### config.mk
export PLATFORM = sky130hd
export DESIGN_NAME = wsp_front_flat
export DESIGN_NICKNAME = d
export VERILOG_FILES = /design/src/wsp_pkg.sv /design/src/wsp_if.sv /design/src/wsp_front.sv /design/src/flat_wrapper.sv
export SDC_FILE = /design/constraint.sdc
export NUM_CORES = 2
export LEC_CHECK = 0
export ABC_AREA = 0
export CAP_MARGIN = 20
export CELL_PAD_IN_SITES_DETAIL_PLACEMENT = 0
export CELL_PAD_IN_SITES_GLOBAL_PLACEMENT = 2
export CORE_ASPECT_RATIO = 1.25
export CORE_MARGIN = 1
export CORE_UTILIZATION = 47
export CTS_BUF_LIST = sky130_fd_sc_hd__clkbuf_8
export CTS_CLUSTER_DIAMETER = 150
export CTS_CLUSTER_SIZE = 28
export DETAILED_ROUTE_END_ITERATION = 16
export DONT_BUFFER_PORTS = 1
export PLACE_DENSITY = 0.94
export SETUP_SLACK_MARGIN = 0.4
export SLEW_MARGIN = 10
export SYNTH_ARGS = -nofsm -noshare
export SYNTH_HDL_FRONTEND = slang
export SYNTH_SLANG_ARGS = --single-unit
### constraint.sdc
create_clock -name i_clk -period 17.18 [get_ports i_clk]
set_clock_uncertainty 0.1 [all_clocks]
set_input_delay 1.718 -clock i_clk [delete_from_list [all_inputs] [get_ports i_clk]]
set_output_delay 1.718 -clock i_clk [all_outputs]
set_load 0.03 [all_outputs]
### src/wsp_pkg.sv
`timescale 1ns / 1ps

package wsp_pkg;

    localparam int SegmentDepthDef = 32;
    localparam int CoordW          = 20;
    localparam int RangeW          = 21;
    localparam int CfgDataW        = 20;
    localparam int CfgIdxW         = 3;
    localparam int QueueDepth      = 2;

    // square root of a sum of two 21-bit squares: 22 result bits
    localparam int RootSteps = 22;
    localparam int RootW     = 44;
    localparam int RootTop   = 42;

    localparam logic [15:0] GapBaseRst   = 16'd100;
    localparam logic [15:0] AngleStepRst = 16'd571;
    localparam logic [11:0] GapGainRst   = 12'd384;
    localparam logic [15:0] LineErrRst   = 16'd50;
    localparam logic [5:0]  MinPtsRst    = 6'd5;
    localparam logic [15:0] WallLenRst   = 16'd350;

    typedef enum logic [CfgIdxW-1:0] {
        CFG_GAP_BASE   = 3'd0,
        CFG_ANGLE_STEP = 3'd1,
        CFG_GAP_GAIN   = 3'd2,
        CFG_LINE_ERR   = 3'd3,
        CFG_MIN_POINTS = 3'd4,
        CFG_WALL_LEN   = 3'd5,
        CFG_POS_X      = 3'd6,
        CFG_POS_Y      = 3'd7
    } t_cfg_idx;

    typedef struct packed {
        logic [15:0]              gap_base;
        logic [15:0]              angle_step;
        logic [11:0]              gap_gain;
        logic [15:0]              line_error_limit;
        logic [5:0]               min_wall_points;
        logic [15:0]              wall_length;
        logic signed [CoordW-1:0] pos_x;
        logic signed [CoordW-1:0] pos_y;
    } t_cfg;

    typedef struct packed {
        logic signed [CoordW-1:0] x;
        logic signed [CoordW-1:0] y;
        logic [RangeW-1:0]        range;
        logic                     last;
    } t_pt;

    typedef enum logic [2:0] {
        F_IDLE,
        F_SQ,
        F_SUM,
        F_ROOT,
        F_PUSH
    } t_front_state;

    typedef enum logic [4:0] {
        B_IDLE,
        B_GAP_SQ,
        B_GAP_MUL,
        B_GAP_THR,
        B_GAP_THR2,
        B_GAP_DEC,
        B_START,
        B_AFTER,
        B_WALL_SQ,
        B_WALL_SUM,
        B_WALL_DEC,
        B_PT_RD,
        B_PT_MUL,
        B_PT_ABS,
        B_PT_SQ,
        B_PT_CMP,
        B_EMIT_RD,
        B_EMIT_OUT,
        B_CLOSED,
        B_MARK
    } t_back_state;

endpackage

### src/wsp_if.sv
`timescale 1ns / 1ps

interface wsp_in_if;
    logic                                valid;
    logic                                ready;
    logic signed [wsp_pkg::CoordW-1:0]   point_x;
    logic signed [wsp_pkg::CoordW-1:0]   point_y;
    logic                                scan_last;

    modport source (output valid, output point_x, output point_y, output scan_last,
                    input ready);
    modport sink (input valid, input point_x, input point_y, input scan_last,
                  output ready);
endinterface


### src/wsp_front.sv
`timescale 1ns / 1ps

module wsp_front (
    input  logic              i_clk,
    input  logic              i_rst_n,
    input  wsp_pkg::t_cfg     i_cfg,
    wsp_in_if.sink            i_pt,
    output logic              o_q_valid,
    output wsp_pkg::t_pt      o_q_data,
    input  logic              i_q_ready
);

    localparam int StepW = $clog2(wsp_pkg::RootSteps);

    wsp_pkg::t_front_state r_state, n_state;

    logic signed [wsp_pkg::CoordW-1:0] r_x, r_y;
    logic                              r_last;
    logic [41:0]                       r_sqx, r_sqy;
    logic [wsp_pkg::RootW-1:0]         r_v, r_r, r_bit;
    logic [StepW-1:0]                  r_step;

    logic signed [20:0] dx, dy;
    logic signed [41:0] mx, my;
    logic [wsp_pkg::RootW-1:0] trial;
    logic take, root_done;

    assign take      = i_pt.valid && i_pt.ready;
    assign dx        = 21'(r_x) - 21'(i_cfg.pos_x);
    assign dy        = 21'(r_y) - 21'(i_cfg.pos_y);
    assign mx        = dx * dx;
    assign my        = dy * dy;
    assign trial     = r_r + r_bit;
    assign root_done = (r_step == StepW'(wsp_pkg::RootSteps - 1));

    always_comb begin
        n_state = r_state;
        case (r_state)
            wsp_pkg::F_IDLE: if (i_pt.valid) n_state = wsp_pkg::F_SQ;
            wsp_pkg::F_SQ:   n_state = wsp_pkg::F_SUM;
            wsp_pkg::F_SUM:  n_state = wsp_pkg::F_ROOT;
            wsp_pkg::F_ROOT: if (root_done) n_state = wsp_pkg::F_PUSH;
            wsp_pkg::F_PUSH: if (i_q_ready) n_state = wsp_pkg::F_IDLE;
            default:         n_state = wsp_pkg::F_IDLE;
        endcase
    end

    always_comb begin
        i_pt.ready     = (r_state == wsp_pkg::F_IDLE);
        o_q_valid      = (r_state == wsp_pkg::F_PUSH);
        o_q_data.x     = r_x;
        o_q_data.y     = r_y;
        o_q_data.range = r_r[wsp_pkg::RangeW-1:0];
        o_q_data.last  = r_last;
    end

    always_ff @(posedge i_clk) begin
        if (!i_rst_n) begin
            r_state <= wsp_pkg::F_IDLE;
        end else begin
            r_state <= n_state;
        end
    end

    always_ff @(posedge i_clk) begin
        if (take) begin
            r_x    <= i_pt.point_x;
            r_y    <= i_pt.point_y;
            r_last <= i_pt.scan_last;
        end
        case (r_state)
            wsp_pkg::F_SQ: begin
                r_sqx <= 42'(mx);
                r_sqy <= 42'(my);
            end
            wsp_pkg::F_SUM: begin
                r_v    <= wsp_pkg::RootW'(r_sqx) + wsp_pkg::RootW'(r_sqy);
                r_r    <= '0;
                r_bit  <= wsp_pkg::RootW'(1) << wsp_pkg::RootTop;
                r_step <= '0;
            end
            wsp_pkg::F_ROOT: begin
                if (r_v >= trial) begin
                    r_v <= r_v - trial;
                    r_r <= (r_r >> 1) + r_bit;
                end else begin
                    r_r <= r_r >> 1;
                end
                r_bit  <= r_bit >> 2;
                r_step <= r_step + StepW'(1);
            end
            default: begin
            end
        endcase
    end

endmodule

### src/flat_wrapper.sv
// flat-port wrapper written by rule: the top's interface ports become plain ports
module wsp_front_flat 
  (i_clk, i_rst_n, i_cfg, o_q_valid, o_q_data, i_q_ready, i_pt_valid, i_pt_point_x, i_pt_point_y, i_pt_scan_last, i_pt_ready);
  wsp_in_if i_pt_i ();
  input  logic i_clk;
  input  logic i_rst_n;
  input  wsp_pkg::t_cfg i_cfg;
  output logic o_q_valid;
  output wsp_pkg::t_pt o_q_data;
  input  logic i_q_ready;
  input wire logic [$bits(i_pt_i.valid)-1:0] i_pt_valid;
  input wire logic [$bits(i_pt_i.point_x)-1:0] i_pt_point_x;
  input wire logic [$bits(i_pt_i.point_y)-1:0] i_pt_point_y;
  input wire logic [$bits(i_pt_i.scan_last)-1:0] i_pt_scan_last;
  output wire logic [$bits(i_pt_i.ready)-1:0] i_pt_ready;
  assign i_pt_i.valid = i_pt_valid;
  assign i_pt_i.point_x = i_pt_point_x;
  assign i_pt_i.point_y = i_pt_point_y;
  assign i_pt_i.scan_last = i_pt_scan_last;
  assign i_pt_ready = i_pt_i.ready;
  wsp_front u_core (.i_clk(i_clk), .i_rst_n(i_rst_n), .i_cfg(i_cfg), .i_pt(i_pt_i), .o_q_valid(o_q_valid), .o_q_data(o_q_data), .i_q_ready(i_q_ready));
endmodule
==> summary.md <==
| Metric | Value |
|---|---|
| Syn_area_per_cell | `9.59 um2` |
| DRC | `0` |
| Critical path's most frequent cell | `inv_1` |
| Status | `complete, no violations` |
| Clk slew on worst S/H paths | `about 0.17 ns` |
| Crit Path Class | `input port to flip-flop` |
| Hold Path Depth | `1` |
| Max Slew Vio Count | `0` |
| Number of synthesis warnings | `0` |
| Starting DRC count in detailed routing | `1521` |
| Cts hold-fix bufs | `0` |
| Vias in the first global route | `34100` |
| First-pass GRT wire length | `181 mm` |
| Data arrival, critical path | `11.88 ns` |
| CP Buf/Inv Count | `7` |
| Grt total ovfl | `0` |
| Max Freq | `0.0865 GHz` |
| RR Startpoint | `u_core.r_y[1]` |
| Drt wl/cell | `19.1 um` |
| Setup TNS | `0 ns` |
| DR WL met2 | `roughly 60 mm` |
| Die height | `350 um` |
| Actual slew at the worst max-slew pin | `between 1 and 1.5 ns` |
| Final #Nets | `6109` |
| Fin crit period | `about 12 ns` |
| Slowest cell on the critical path | `a21oi_1` |
| Synthesized net count | `6162` |
| # port buffers | `0` |
| Syn-to-layout area delta | `3.99%` |
| DRT antenna net count | `0` |
| CP top delay family | `adder cells` |
| Routed WL | `114 mm` |
| Met3 wire length | `6.50 mm` |
| Top_reg_cell synth | `edfxtp_1` |
| # IOs | `231` |
| CP max FO | `15` |
| Met1 WL | `between 40 and 50 mm` |
| Max transition margin | `27.3%` |
| Cell Area, Placed | `approximately 47000 um2` |
| GP Congestion | `0.880` |
| CTS Buffer Depth | `3` |
| CTS buffer count | `14` |
| Via count | `31600` |
| Post-CTS Resized | `0` |
| Crit Reg-Reg Endpoint | `u_core.r_sqy[41]` |
| R2R depth | `37` |
| Final hold violations | `0` |
| Post-CTS Setup Repair Bufs | `0` |
| Synth cell types | `73` |
| CP Capture Type | `flip-flop` |
| Setup violators final | `0` |
| Launching element of the worst setup path | `i_cfg[4]` |
| GRT Resource Usage Total | `24.0%` |
| 1st-pass router iterations | `5` |
| H-tree levels | `1` |
| Seq cells post-synth | `241` |
| Post-route cell area | `47300 um2` |
| Root Driver | `clkbuf_8` |
| Crit. path cell count | `37` |
| Initial Util | `about 47%` |
| Core Area | `96000 um2` |
| Worst setup path end | `u_core.r_sqy[41]` |
| Layout cells sized above 1 | `3.19%` |
| Post-synth ARST share | `0%` |
| Highest routed layer | `met5` |
| Initial antenna violation count | `4` |
| Die Area | `98000 um2` |
| Flop2flop setup slack | `roughly 6.0 ns` |
| Clk Latency, worst-skew pair | `0.65 ns` |
| Setup crit start kind | `input port` |
| Post-synth EDFFs | `238` |
| Final period util | `67.3%` |
| Maximum number of pins on one net before global-route repair | `82` |
| WP data required | `17.50 ns` |
| Die Width | `280 um` |
| CP max stage delay | `0.59 ns` |
| Post-Syn Area | `45500 um2` |
| Post-synthesis cell count | `4744` |
| Sequential element share of the synthesized area | `15.8%` |
| Vias per cell | `~5.3` |
| Rows | `127` |
| DP HPWL | `about 93 mm` |
| RSZ-0062 raised after global routing | `no` |
| CTS tree | `built` |
| Clock sinks | `241` |
| Worst min path class | `flip-flop to flip-flop` |
| Max Cap Viol | `0` |
registers in the layout, indices dropped and copies added, names as in the netlist:
name,flops
u_core.r_y,20
u_core.r_step,5
u_core.r_r,44
u_core.r_x,20
u_core.r_last,1
u_core.r_sqy,41
u_core.r_sqx,41
u_core.r_state,3
u_core.r_bit,22
u_core.r_v,44
logic make-up after synthesis:
family | share of synthesized area [%]
AND/OR/NAND/NOR | 10.2
AO/OA/AOI/OAI | 9.85
XOR/XNOR | 5.74
flip-flops | 15.8
multiplexers | 0.0880
adder cells (fa/ha/maj) | 48.1
buffers and inverters | 10.2
layout make-up:
class                      instances  area (um2)
fill                            9227       48700
multi-input combinational       3296       33700
sequential                       241        7210
inverter                        1083        4070
tap                             1290        1610
timing repair buffer              55         413
clock buffer                      14         193
clock inverter                     7        95.1
antenna                            2        5.00
cell usage in the layout (no fill, tap or decap), drive strengths merged, types with 36 or more instances in the layout:
cell type	count
inv	1082
fa	828
ha	423
nand2	390
nor2	387
edfxtp	238
a21oi	185
xnor2	177
o21ai	143
xor2	121
a21o	85
buf	55
a31oi	48
nor3	44
o21bai	39
nand2b	38
and3	37
nor2b	36
stage by stage:
step,setup WS [ns],std cells,util [%],hold WS (ns)
after floorplan,6.38,4744,-,0.402
after global placement,4.99,5964,49.0,0.434
after detailed placement,4.96,5964,49.0,0.445
after CTS,5.67,5985,49.3,0.482
after global routing,4.83,5988,49.3,0.530
final,5.62,5988,49.3,0.486
synth_stat cells (31+ instances only):
cell type  number  area [um2]
and2_1         33         206
a21oi_1       183         916
inv_1        1073        4030
nand2b_1       38         238
o21bai_1       39         293
edfxtp_1      238        7150
o21ai_0       138         691
nand3_1        31         155
xor2_1        121        1060
fa_1          828       16600
nor2b_1        36         225
o21a_1         33         248
nor3_1         44         220
nor2_1        387        1450
a21o_1         85         638
clkbuf_1       92         345
and3_1         37         231
a31oi_1        48         300
nand2_1       390        1460
ha_1          423        5290
xnor2_1       177        1550
per-layer routing:
layer / up-vias / track usage [%]
met2: 754 / 43.6
met5: - / 0
met3: 219 / 3.53
met1: 15800 / 28.4
met4: 2 / 9.02
li1: 14800 / -
worst min path at each step:
stage,startpoint,to,slack [ns]
floorplan,u_core.r_state[1],u_core.r_state[1],0.40
finish,u_core.r_state[1],u_core.r_state[1],0.49
global route,u_core.r_state[1],u_core.r_state[1],0.53
CTS,u_core.r_state[1],u_core.r_state[1],0.48
global placement,u_core.r_state[1],u_core.r_state[1],0.43
detailed placement,u_core.r_state[1],u_core.r_state[1],0.45
worst register-to-register path: cells and delay by family, from the launching register on:
family	cells	cell delay, ns
AND/OR/NAND/NOR	3	0.47
XOR/XNOR	3	0.87
flip-flops	1	0.67
AO/OA/AOI/OAI	16	3.90
adder cells (fa/ha/maj)	9	4.07
buffers and inverters	6	0.86
Power is left out: the tool's default activity adds up to more than one toggle a clock period on the data nets, which glitch-free logic cannot reach.
