### config.mk
export PLATFORM = sky130hd
export DESIGN_NAME = wsp_queue
export DESIGN_NICKNAME = d
export VERILOG_FILES = /design/src/wsp_pkg.sv /design/src/wsp_queue.sv
export SDC_FILE = /design/constraint.sdc
export NUM_CORES = 1
export LEC_CHECK = 0
export ABC_AREA = 1
export BUFFER_PORTS_ARGS = -buffer_cell sky130_fd_sc_hd__buf_2
export CORE_MARGIN = 5
export CORE_UTILIZATION = 50
export DETAILED_ROUTE_END_ITERATION = 10
export PLACE_DENSITY = 0.76
export SYNTH_ARGS = -nofsm -noshare
export SYNTH_HDL_FRONTEND = slang
export SYNTH_SLANG_ARGS = --single-unit
### constraint.sdc
create_clock -name i_clk -period 5.5 [get_ports i_clk]
set_input_delay 0.275 -clock i_clk [delete_from_list [all_inputs] [get_ports i_clk]]
set_output_delay 0.275 -clock i_clk [all_outputs]
set_load 0.1 [all_outputs]
### src/wsp_pkg.sv
`timescale 1ns / 1ps

package wsp_pkg;

    localparam int SegmentDepthDef = 32;
    localparam int CoordW          = 20;
    localparam int RangeW          = 21;
    localparam int CfgDataW        = 20;
    localparam int CfgIdxW         = 3;
    localparam int QueueDepth      = 2;

    // square root of a sum of two 21-bit squares: 22 result bits
    localparam int RootSteps = 22;
    localparam int RootW     = 44;
    localparam int RootTop   = 42;

    localparam logic [15:0] GapBaseRst   = 16'd100;
    localparam logic [15:0] AngleStepRst = 16'd571;
    localparam logic [11:0] GapGainRst   = 12'd384;
    localparam logic [15:0] LineErrRst   = 16'd50;
    localparam logic [5:0]  MinPtsRst    = 6'd5;
    localparam logic [15:0] WallLenRst   = 16'd350;

    typedef enum logic [CfgIdxW-1:0] {
        CFG_GAP_BASE   = 3'd0,
        CFG_ANGLE_STEP = 3'd1,
        CFG_GAP_GAIN   = 3'd2,
        CFG_LINE_ERR   = 3'd3,
        CFG_MIN_POINTS = 3'd4,
        CFG_WALL_LEN   = 3'd5,
        CFG_POS_X      = 3'd6,
        CFG_POS_Y      = 3'd7
    } t_cfg_idx;

    typedef struct packed {
        logic [15:0]              gap_base;
        logic [15:0]              angle_step;
        logic [11:0]              gap_gain;
        logic [15:0]              line_error_limit;
        logic [5:0]               min_wall_points;
        logic [15:0]              wall_length;
        logic signed [CoordW-1:0] pos_x;
        logic signed [CoordW-1:0] pos_y;
    } t_cfg;

    typedef struct packed {
        logic signed [CoordW-1:0] x;
        logic signed [CoordW-1:0] y;
        logic [RangeW-1:0]        range;
        logic                     last;
    } t_pt;

    typedef enum logic [2:0] {
        F_IDLE,
        F_SQ,
        F_SUM,
        F_ROOT,
        F_PUSH
    } t_front_state;

    typedef enum logic [4:0] {
        B_IDLE,
        B_GAP_SQ,
        B_GAP_MUL,
        B_GAP_THR,
        B_GAP_THR2,
        B_GAP_DEC,
        B_START,
        B_AFTER,
        B_WALL_SQ,
        B_WALL_SUM,
        B_WALL_DEC,
        B_PT_RD,
        B_PT_MUL,
        B_PT_ABS,
        B_PT_SQ,
        B_PT_CMP,
        B_EMIT_RD,
        B_EMIT_OUT,
        B_CLOSED,
        B_MARK
    } t_back_state;

endpackage

### src/wsp_queue.sv
`timescale 1ns / 1ps

module wsp_queue (
    input  logic          i_clk,
    input  logic          i_rst_n,
    input  logic          i_valid,
    input  wsp_pkg::t_pt  i_data,
    output logic          o_ready,
    output logic          o_valid,
    output wsp_pkg::t_pt  o_data,
    input  logic          i_ready
);

    localparam int PtrW = $clog2(wsp_pkg::QueueDepth);
    localparam int CntW = $clog2(wsp_pkg::QueueDepth + 1);

    wsp_pkg::t_pt    r_buf [wsp_pkg::QueueDepth];
    logic [PtrW-1:0] r_wp, r_rp;
    logic [CntW-1:0] r_cnt;
    logic            push, pop;

    assign o_ready = (r_cnt != CntW'(wsp_pkg::QueueDepth));
    assign o_valid = (r_cnt != '0);
    assign o_data  = r_buf[r_rp];
    assign push    = i_valid && o_ready;
    assign pop     = o_valid && i_ready;

    always_ff @(posedge i_clk) begin
        if (!i_rst_n) begin
            r_wp  <= '0;
            r_rp  <= '0;
            r_cnt <= '0;
        end else begin
            if (push) r_wp <= r_wp + PtrW'(1);
            if (pop)  r_rp <= r_rp + PtrW'(1);
            if (push && !pop) r_cnt <= r_cnt + CntW'(1);
            else if (pop && !push) r_cnt <= r_cnt - CntW'(1);
        end
    end

    always_ff @(posedge i_clk) begin
        if (push) r_buf[r_wp] <= i_data;
    end

endmodule

==> impl_metrics.yaml, run 1 <==
grt:
  use_met2_pct: 28.6
  grt_pass1_wl_um: 14500
  grt_pass1_vias: 2949
  antenna_found_initial: 0
  use_met3_pct: 4.95
  grt-ovfl-total: 0
  grt_max_degree: 63
  gr-max-usage-layer: "met2"
  grt.met1_usage_pct: 18.9
  track_usage_pct: 16.6
floorplanning:
  dieArea_um2: 12100
  die_y_um: 110
  row_count: 36
  coreArea_um2: 9770
  chipWidth_um: 110
  initial_utilization_pct: 51.3
  ios: 130
routing:
  first_pass_iters: 6
  wl_um: 9740
  drtAntennaViolNets: 0
  wl_per_cell_um: 16.7
  vias: 2746
  drt_iter0_drc: 107
  drc_errors: 0
  vias_per_cell: 4.72
clock_tree:
  postCtsSetupBuffers: 0
  cts_root_buf: "clkbuf_8"
  cts_buffer_depth: 2
  cts_tree: "done"
  clock_latency_ps: 510
  cts_buffers: 17
  ctsResizeCount: 0
  htree_levels: 4
  numClockSinks: 129
  clk_pin_slew_ps: 60
cells_and_area:
  final_common_cell: "buf_2"
  drive_gt1_share_pct: 50.1
  final_cell_area_um2: 7020
  fillers: 616
  fin_util_pct: 71.8
  multi_input_area_um2: 1050
  antenna_cells: 0
  final_cell_mix: "129 x buf_2, 124 x edfxtp_1, 63 x dlygate4sd3_1, 60 x mux2_4, 16 x clkbuf_16"
  layout.area.seq_um2: 3830
  layout.nets: 503
  area_growth_pct: 39.8
sta:
  period_share_pct: 48.8
  slew_headroom_pct: 23.2
  period_minus_slack_ps: 2680
  finClkSkew_ps: 6.34
  max_slew.worst_pin.slew_ps: 1150
  hold_slack_ps: 184
  hold_viol_final: 0
  setup_viol: 0
  rsz0062_at_grt: "false"
  slew_viol_final: 0
  setup_tns_ps: 0
  max_freq_mhz: 373
placed_design:
  gp_congestion: 0.694
  dp_hpwl_um: 5530
  placed_area_um2: 5730
  io_buffers: 129
worst_setup_path:
  path_max_fanout: 62
  critical_path_required_ps: 5220
  cp.arrival_ps: 2410
  start_kind: "register"
  cp-end-kind: "output pin"
  reg2reg_depth: 5
  critPathKind: "register to output pin"
power_and_ir_drop:
  ir_drop_uv: 418
  p_leak_uw: 0.00282
  powerDensity_nw_per_um2: 596
run_status:
  status: "complete, no violations"
logic_synthesis:
  synth_nets: 297
  synthesis.area_um2: 5020
  ys.warnings.count: 0
  ys_ff_latch: 129
  synth_cell_types: 15
  avgSynthCellArea_um2: 21.8
  postSynthCellCount: 230
  yosysSeqAreaShare_pct: 76.2
hold_path:
  hold_depth: 4
  hp-class: "input pin to register"
run:
  maxCapViolCount: 0
==> timing repair <==
| action | 4_1_cts | 5_1_grt |
|---|---|---|
| hold buffers | 63 | 0 |
| hold endpoints to repair | 125 | 0 |
| setup endpoints to repair | 0 | 0 |
==> cell type report <==
cell class                 count  share of cell area, %
multi-input combinational     86                   14.9
timing repair buffer         194                   18.4
tap                          133                   2.37
clock buffer                  17                   5.90
sequential                   129                   54.6
clock inverter                15                   3.39
inverter                       8                  0.428
==> cell usage after synthesis (all sizes together) <==
cell	instances	area [um2]
nor2	8	30.0
nand2	9	33.8
dfxtp	5	100
nand3	1	5.00
nand4	1	6.26
o21a	1	7.51
inv	8	30.0
ha	1	12.5
mux2	62	923
buf	7	131
a21oi	1	5.00
o21ai	2	10.0
edfxtp	124	3720
==> critical path, cell delays in order (launching register included) <==
cell and delay, ps:
dfxtp_4 1120, mux2_2 330, buf_2 430
==> power breakdown <==
part	leakage [uW]	total, uW	switching [uW]	internal, uW
combinational	0.00131	1610	1240	373
clock	0.000311	1210	390	824
sequential	0.00120	1350	107	1250
==> sequential cells by signal, summed over array words and instances (netlist names), named ones only <==
register,cells
r_rp,1
r_buf,124
r_wp,1
r_cnt,2
==> path summary, 6_finish.rpt <==
check                              from                     to  slack, ps
hold / removal                  i_ready      r_rp$_SDFFE_PN0P_        180
hold reg to reg       r_rp$_SDFFE_PN0P_      r_rp$_SDFFE_PN0P_        510
setup / recovery               register             o_data[41]       2820
setup reg to reg  r_cnt[0]$_SDFFE_PN0P_  r_buf[0][9]$_DFFE_PP_       3580
==> per-stage QoR <==
stage / std cells / power, uW / setup slack, ps
finish: 582 / 4180 / 2820
global route: 582 / 4310 / 2700
CTS: 582 / 4210 / 2760
detailed placement: 487 / 2950 / 3330
global placement: 487 / 2940 / 3330
floorplan: 230 / 2790 / 1080
==> per-layer routing <==
| layer | wire (um) | vias to the layer above |
|---|---|---|
| li1 | - | 1299 |
| met1 | 3900 | 1334 |
| met2 | 5060 | 98 |
| met3 | 601 | 15 |
| met4 | 175 | 0 |
| met5 | 0 | - |
==> cells by family after synthesis <==
| kind of cell | Yosys count | share of synthesized area, % |
|---|---|---|
| compound gates | 4 | 0.449 |
| simple gates | 19 | 1.50 |
| fa+ha+maj | 1 | 0.249 |
| flops | 129 | 76.2 |
| mux | 62 | 18.4 |
| buf+inv | 15 | 3.22 |
Power figures use the tool's default switching activity.
==> inputs of run 2 (changes only) <==
clock period = 2.6 ns   (was 5.5 ns; I/O delays follow)
==> impl_metrics.yaml, run 2 (same netlist as run 1, synthesis figures left out) <==
worst_setup_path:
  cp.arrival_ps: 2100
  r2r-end: "r_cnt[1]$_SDFFE_PN0P_"
  critPathKind: "register to output pin"
  cp_num_buf_inv: 2
  reg2reg_depth: 10
  critical_path_required_ps: 2470
  critical-path-top-delay-family: "flip-flops"
  critical-path-max-stage-delay_ps: 640
  path_max_fanout: 23
  regToRegSetupSlack_ps: 900
  cp-end-kind: "output pin"
  path_cells: "buf_4 > mux2_4 > buf_2"
  cp_slowest_cell: "dfxtp_4"
  r2r-start: "r_cnt[0]$_SDFFE_PN0P_"
  start_kind: "register"
run_status:
  status: "complete, no violations"
placed_design:
  dp_hpwl_um: 6010
  preCtsSetupSlack_ps: 868
  gp_congestion: 0.697
  placed_area_um2: 5790
  dpl.cell_count: 492
  io_buffers: 129
cells_and_area:
  area_growth_pct: 38.6
  final_cell_area_um2: 6960
  fin_util_pct: 71.2
  antenna_cells: 0
  final_common_cell: "buf_2"
  final_cells: 587
  fillers: 617
  drive_gt1_share_pct: 50.2
  largest_register_ffs: 124
  layout.nets: 508
  top_register: "r_buf"
  final_cell_mix: "129 x buf_2, 124 x edfxtp_1, 63 x dlygate4sd3_1, 60 x mux2_4, 16 x clkbuf_16"
  top_regs: "r_buf: 124 flops, r_cnt: 2 flops"
floorplanning:
  coreArea_um2: 9770
  initial_utilization_pct: 51.3
  ios: 130
  chipWidth_um: 110
  dieArea_um2: 12100
  die_y_um: 110
  row_count: 36
sta:
  max_slew.worst_pin.slew_ps: 506
  setup_tns_ps: 0
  slew_viol_final: 0
  finClkSkew_ps: 7.66
  hold_viol_final: 0
  max_freq_mhz: 449
  slew_headroom_pct: 66.5
  fin_ws_ps: 375
  period_minus_slack_ps: 2230
  period_share_pct: 85.6
  setup_viol: 0
  rsz0062_at_grt: "false"
power_and_ir_drop:
  powerDensity_nw_per_um2: 1210
  ir_drop_uv: 1310
  p_leak_uw: 0.00279
grt:
  grt-ovfl-total: 0
  antenna_found_initial: 0
  track_usage_pct: 16.2
  grt_pass1_vias: 2939
  grt_pass1_wl_um: 14400
  grt_max_degree: 36
run:
  maxCapViolCount: 0
routing:
  drt_iter0_drc: 66
  drtAntennaViolNets: 0
  wl_um: 9570
  vias_per_cell: 4.67
  wl_per_cell_um: 16.3
  drc_errors: 0
  first_pass_iters: 4
  vias: 2741
clock_tree:
  cts_tree: "done"
  ctsResizeCount: 0
  cts_buffer_depth: 2
  clk_pin_slew_ps: 60
  htree_levels: 4
  cts_root_buf: "clkbuf_8"
  cts_buffers: 17
  clock_latency_ps: 500
  numClockSinks: 129
hold_path:
  min_to: "r_rp$_SDFFE_PN0P_"
  hp-start: "i_ready"
  hold_depth: 4
  hp-class: "input pin to register"
[run 2: metal layers]
layer,global-route usage (%),part of all wire [%],vias to the layer above
li1,-,-,1312
met1,17.4,37,1338
met2,29.8,55,80
met3,4.25,5.9,11
met4,7.04,1.2,0
met5,0,0,-
[run 2: how the worst max path moves through the flow]
stage	end	slack, ps	depth (start not counted)
after floorplan	r_buf[0][0]$_DFFE_PP_	100	4
after global placement	o_data[25]	900	3
after detailed placement	o_data[25]	870	3
after CTS	o_data[25]	330	3
after global routing	o_data[21]	280	3
final	o_data[21]	370	3
[run 2: metrics by stage]
step                total power (uW)  hold WS [ps]
floorplan                       5890           229
global placement                6240           317
detailed placement              6280           321
CTS                             8480          43.8
global route                    8720          79.2
finish                          8430          74.1
[run 2: cell type report]
class	instances	area (um2)	area share (%)
clock buffers	19	422	6.06
inverters	8	30.0	0.432
repair buffers	199	1340	19.3
clock inverters	13	120	1.73
multi-input cells	86	1050	15.1
flip-flops and latches	129	3830	55.0
well taps	133	166	2.39
[run 2: report_power, final]
part | leakage, uW | switching, uW | internal, uW
combinational | 0.00134 | 2720 | 808
clock | 0.000254 | 783 | 1340
sequential | 0.00120 | 138 | 2630
total | 0.00279 | 3640 | 4780
[run 2: tightest hold or removal path, cell delays in order]
cell	delay, ps
buf_2	80
o21a_1	160
nor2_1	70
nor2_1	90
[run 2: timing repair]
item,4_1_cts,5_1_grt
setup buffers,0,0
endpoints found under the hold margin,129,0
hold buffers,63,0
==> inputs of run 3 (changes only) <==
CORE_UTILIZATION = 42   (was 50)
GPL_TIMING_DRIVEN = 0   (was not set)
PLACE_DENSITY = 0.66   (was 0.76)
==> impl_metrics.yaml, run 3 (same netlist as run 1, synthesis figures left out) <==
run_status:
  status: "complete, no violations"
floorplanning:
  die_y_um: 119
  ios: 130
  chipWidth_um: 119
  row_count: 40
  initial_utilization_pct: 42.3
  dieArea_um2: 14200
  coreArea_um2: 11900
cells_and_area:
  final_common_cell: "buf_2"
  layout.nets: 512
  final_cell_mix: "129 x buf_2, 124 x edfxtp_1, 63 x dlygate4sd3_1, 60 x mux2_4, 17 x clkbuf_16"
  antenna_cells: 0
  top_regs: "r_buf: 124 flops, r_cnt: 2 flops"
  drive_gt1_share_pct: 50.2
  area_growth_pct: 41.0
  top_register: "r_buf"
  fin_util_pct: 59.7
  largest_register_ffs: 124
worst_setup_path:
  path_cells: "inv_1 > nand2_2 > nand2_1 > nor2_4 > buf_16 > buf_12"
  cp.arrival_ps: 2080
  cp_num_buf_inv: 3
  cp_slowest_cell: "nor2_4"
  critical_path_required_ps: 2700
  path_max_fanout: 29
  critPathKind: "register to register"
  critical-path-max-stage-delay_ps: 510
  cp-end-kind: "register"
  r2r-start: "r_cnt[0]$_SDFFE_PN0P_"
  critical-path-top-delay-family: "simple AND/OR/NAND/NOR gates"
  cp-startpoint: "r_cnt[0]$_SDFFE_PN0P_"
  start_kind: "register"
routing:
  wl_um: 9390
  drc_errors: 0
  vias: 2766
  wl_per_cell_um: 15.6
  drt_iter0_drc: 112
  vias_per_cell: 4.59
  first_pass_iters: 4
  drtAntennaViolNets: 0
sta:
  hold_viol_final: 0
  period_share_pct: 76.5
  max_slew.worst_pin.slew_ps: 572
  finClkSkew_ps: 7.97
  fin_ws_ps: 612
  slew_viol_final: 0
  setup_viol: 0
  period_minus_slack_ps: 1990
  slew_headroom_pct: 61.8
  max_freq_mhz: 503
  rsz0062_at_grt: "false"
grt:
  grt_max_degree: 30
  track_usage_pct: 13.9
  grt-ovfl-total: 0
  grt_pass1_vias: 3021
  antenna_found_initial: 0
  grt_pass1_wl_um: 14900
clock_tree:
  ctsResizeCount: 0
  clk_pin_slew_ps: 50
  cts_root_buf: "clkbuf_16"
  numClockSinks: 129
  cts_tree: "done"
  htree_levels: 4
  cts_buffers: 17
  cts_buffer_depth: 2
  clock_latency_ps: 400
run:
  maxCapViolCount: 0
power_and_ir_drop:
  powerDensity_nw_per_um2: 1180
  ir_drop_uv: 824
  p_leak_uw: 0.00284
placed_design:
  dp_hpwl_um: 6120
  preCtsSetupSlack_ps: 561
  io_buffers: 129
  gp_congestion: 0.662
hold_path:
  hp-class: "input pin to register"
  hp-start: "i_ready"
-- run 3: power by group --
group	internal [uW]	total [uW]	leakage (uW)	switching (uW)
sequential	2630	2710	0.00120	81.6
clock	1180	1940	0.000241	757
combinational	929	3720	0.00140	2790
-- run 3: timing repair --
action	in CTS	in global routing
endpoints found under the hold margin	129	0
buffers inserted	0	0
hold buffers	63	0
-- run 3: metrics by stage --
step / area (um2) / setup TNS (ps) / total power (uW) / std cells / hold slack [ps]
3_5_place_dp: 5960 / 0 / 6440 / 510 / 322
5_1_grt: 7080 / 0 / 8700 / 603 / 169
6_report: 7080 / 0 / 8370 / 603 / 147
3_3_place_gp: 5870 / -571 / 6340 / 506 / 318
4_1_cts: 7080 / 0 / 8480 / 603 / 121
2_1_floorplan: 5040 / 0 / 5890 / 230 / 229
-- run 3: worst paths after layout --
| check | cells past startpoint | end | slack (ps) |
|---|---|---|---|
| hold / removal | 4 | register | 150 |
| setup reg to reg | 6 | r_buf[0][27]$_DFFE_PP_ | 610 |
| hold reg to reg | 2 | register | 500 |
| setup / recovery | 6 | r_buf[0][27]$_DFFE_PP_ | 610 |
-- run 3: worst register-to-register path: stages, from the launching register on --
cell and delay [ps]:
dfxtp_1 360, inv_1 110, nand2_2 80, nand2_1 160, nor2_4 510, buf_16 240, buf_12 220
-- run 3: layer usage --
metal	vias to the layer above	track usage, %	share of wire (%)
met5	-	0	0
met4	0	6.23	1.8
met3	13	5.37	7.0
met2	96	24.2	53
met1	1335	14.9	38
li1	1322	-	-
-- run 3: cell type report --
class	count	area, um2
sequential	129	3820
clock inverter	9	45.0
fill	899	4780
tap	147	184
inverter	8	30.0
buffer	7	131
multi-input combinational	86	1050
clock buffer	21	440
timing repair buffer	196	1370
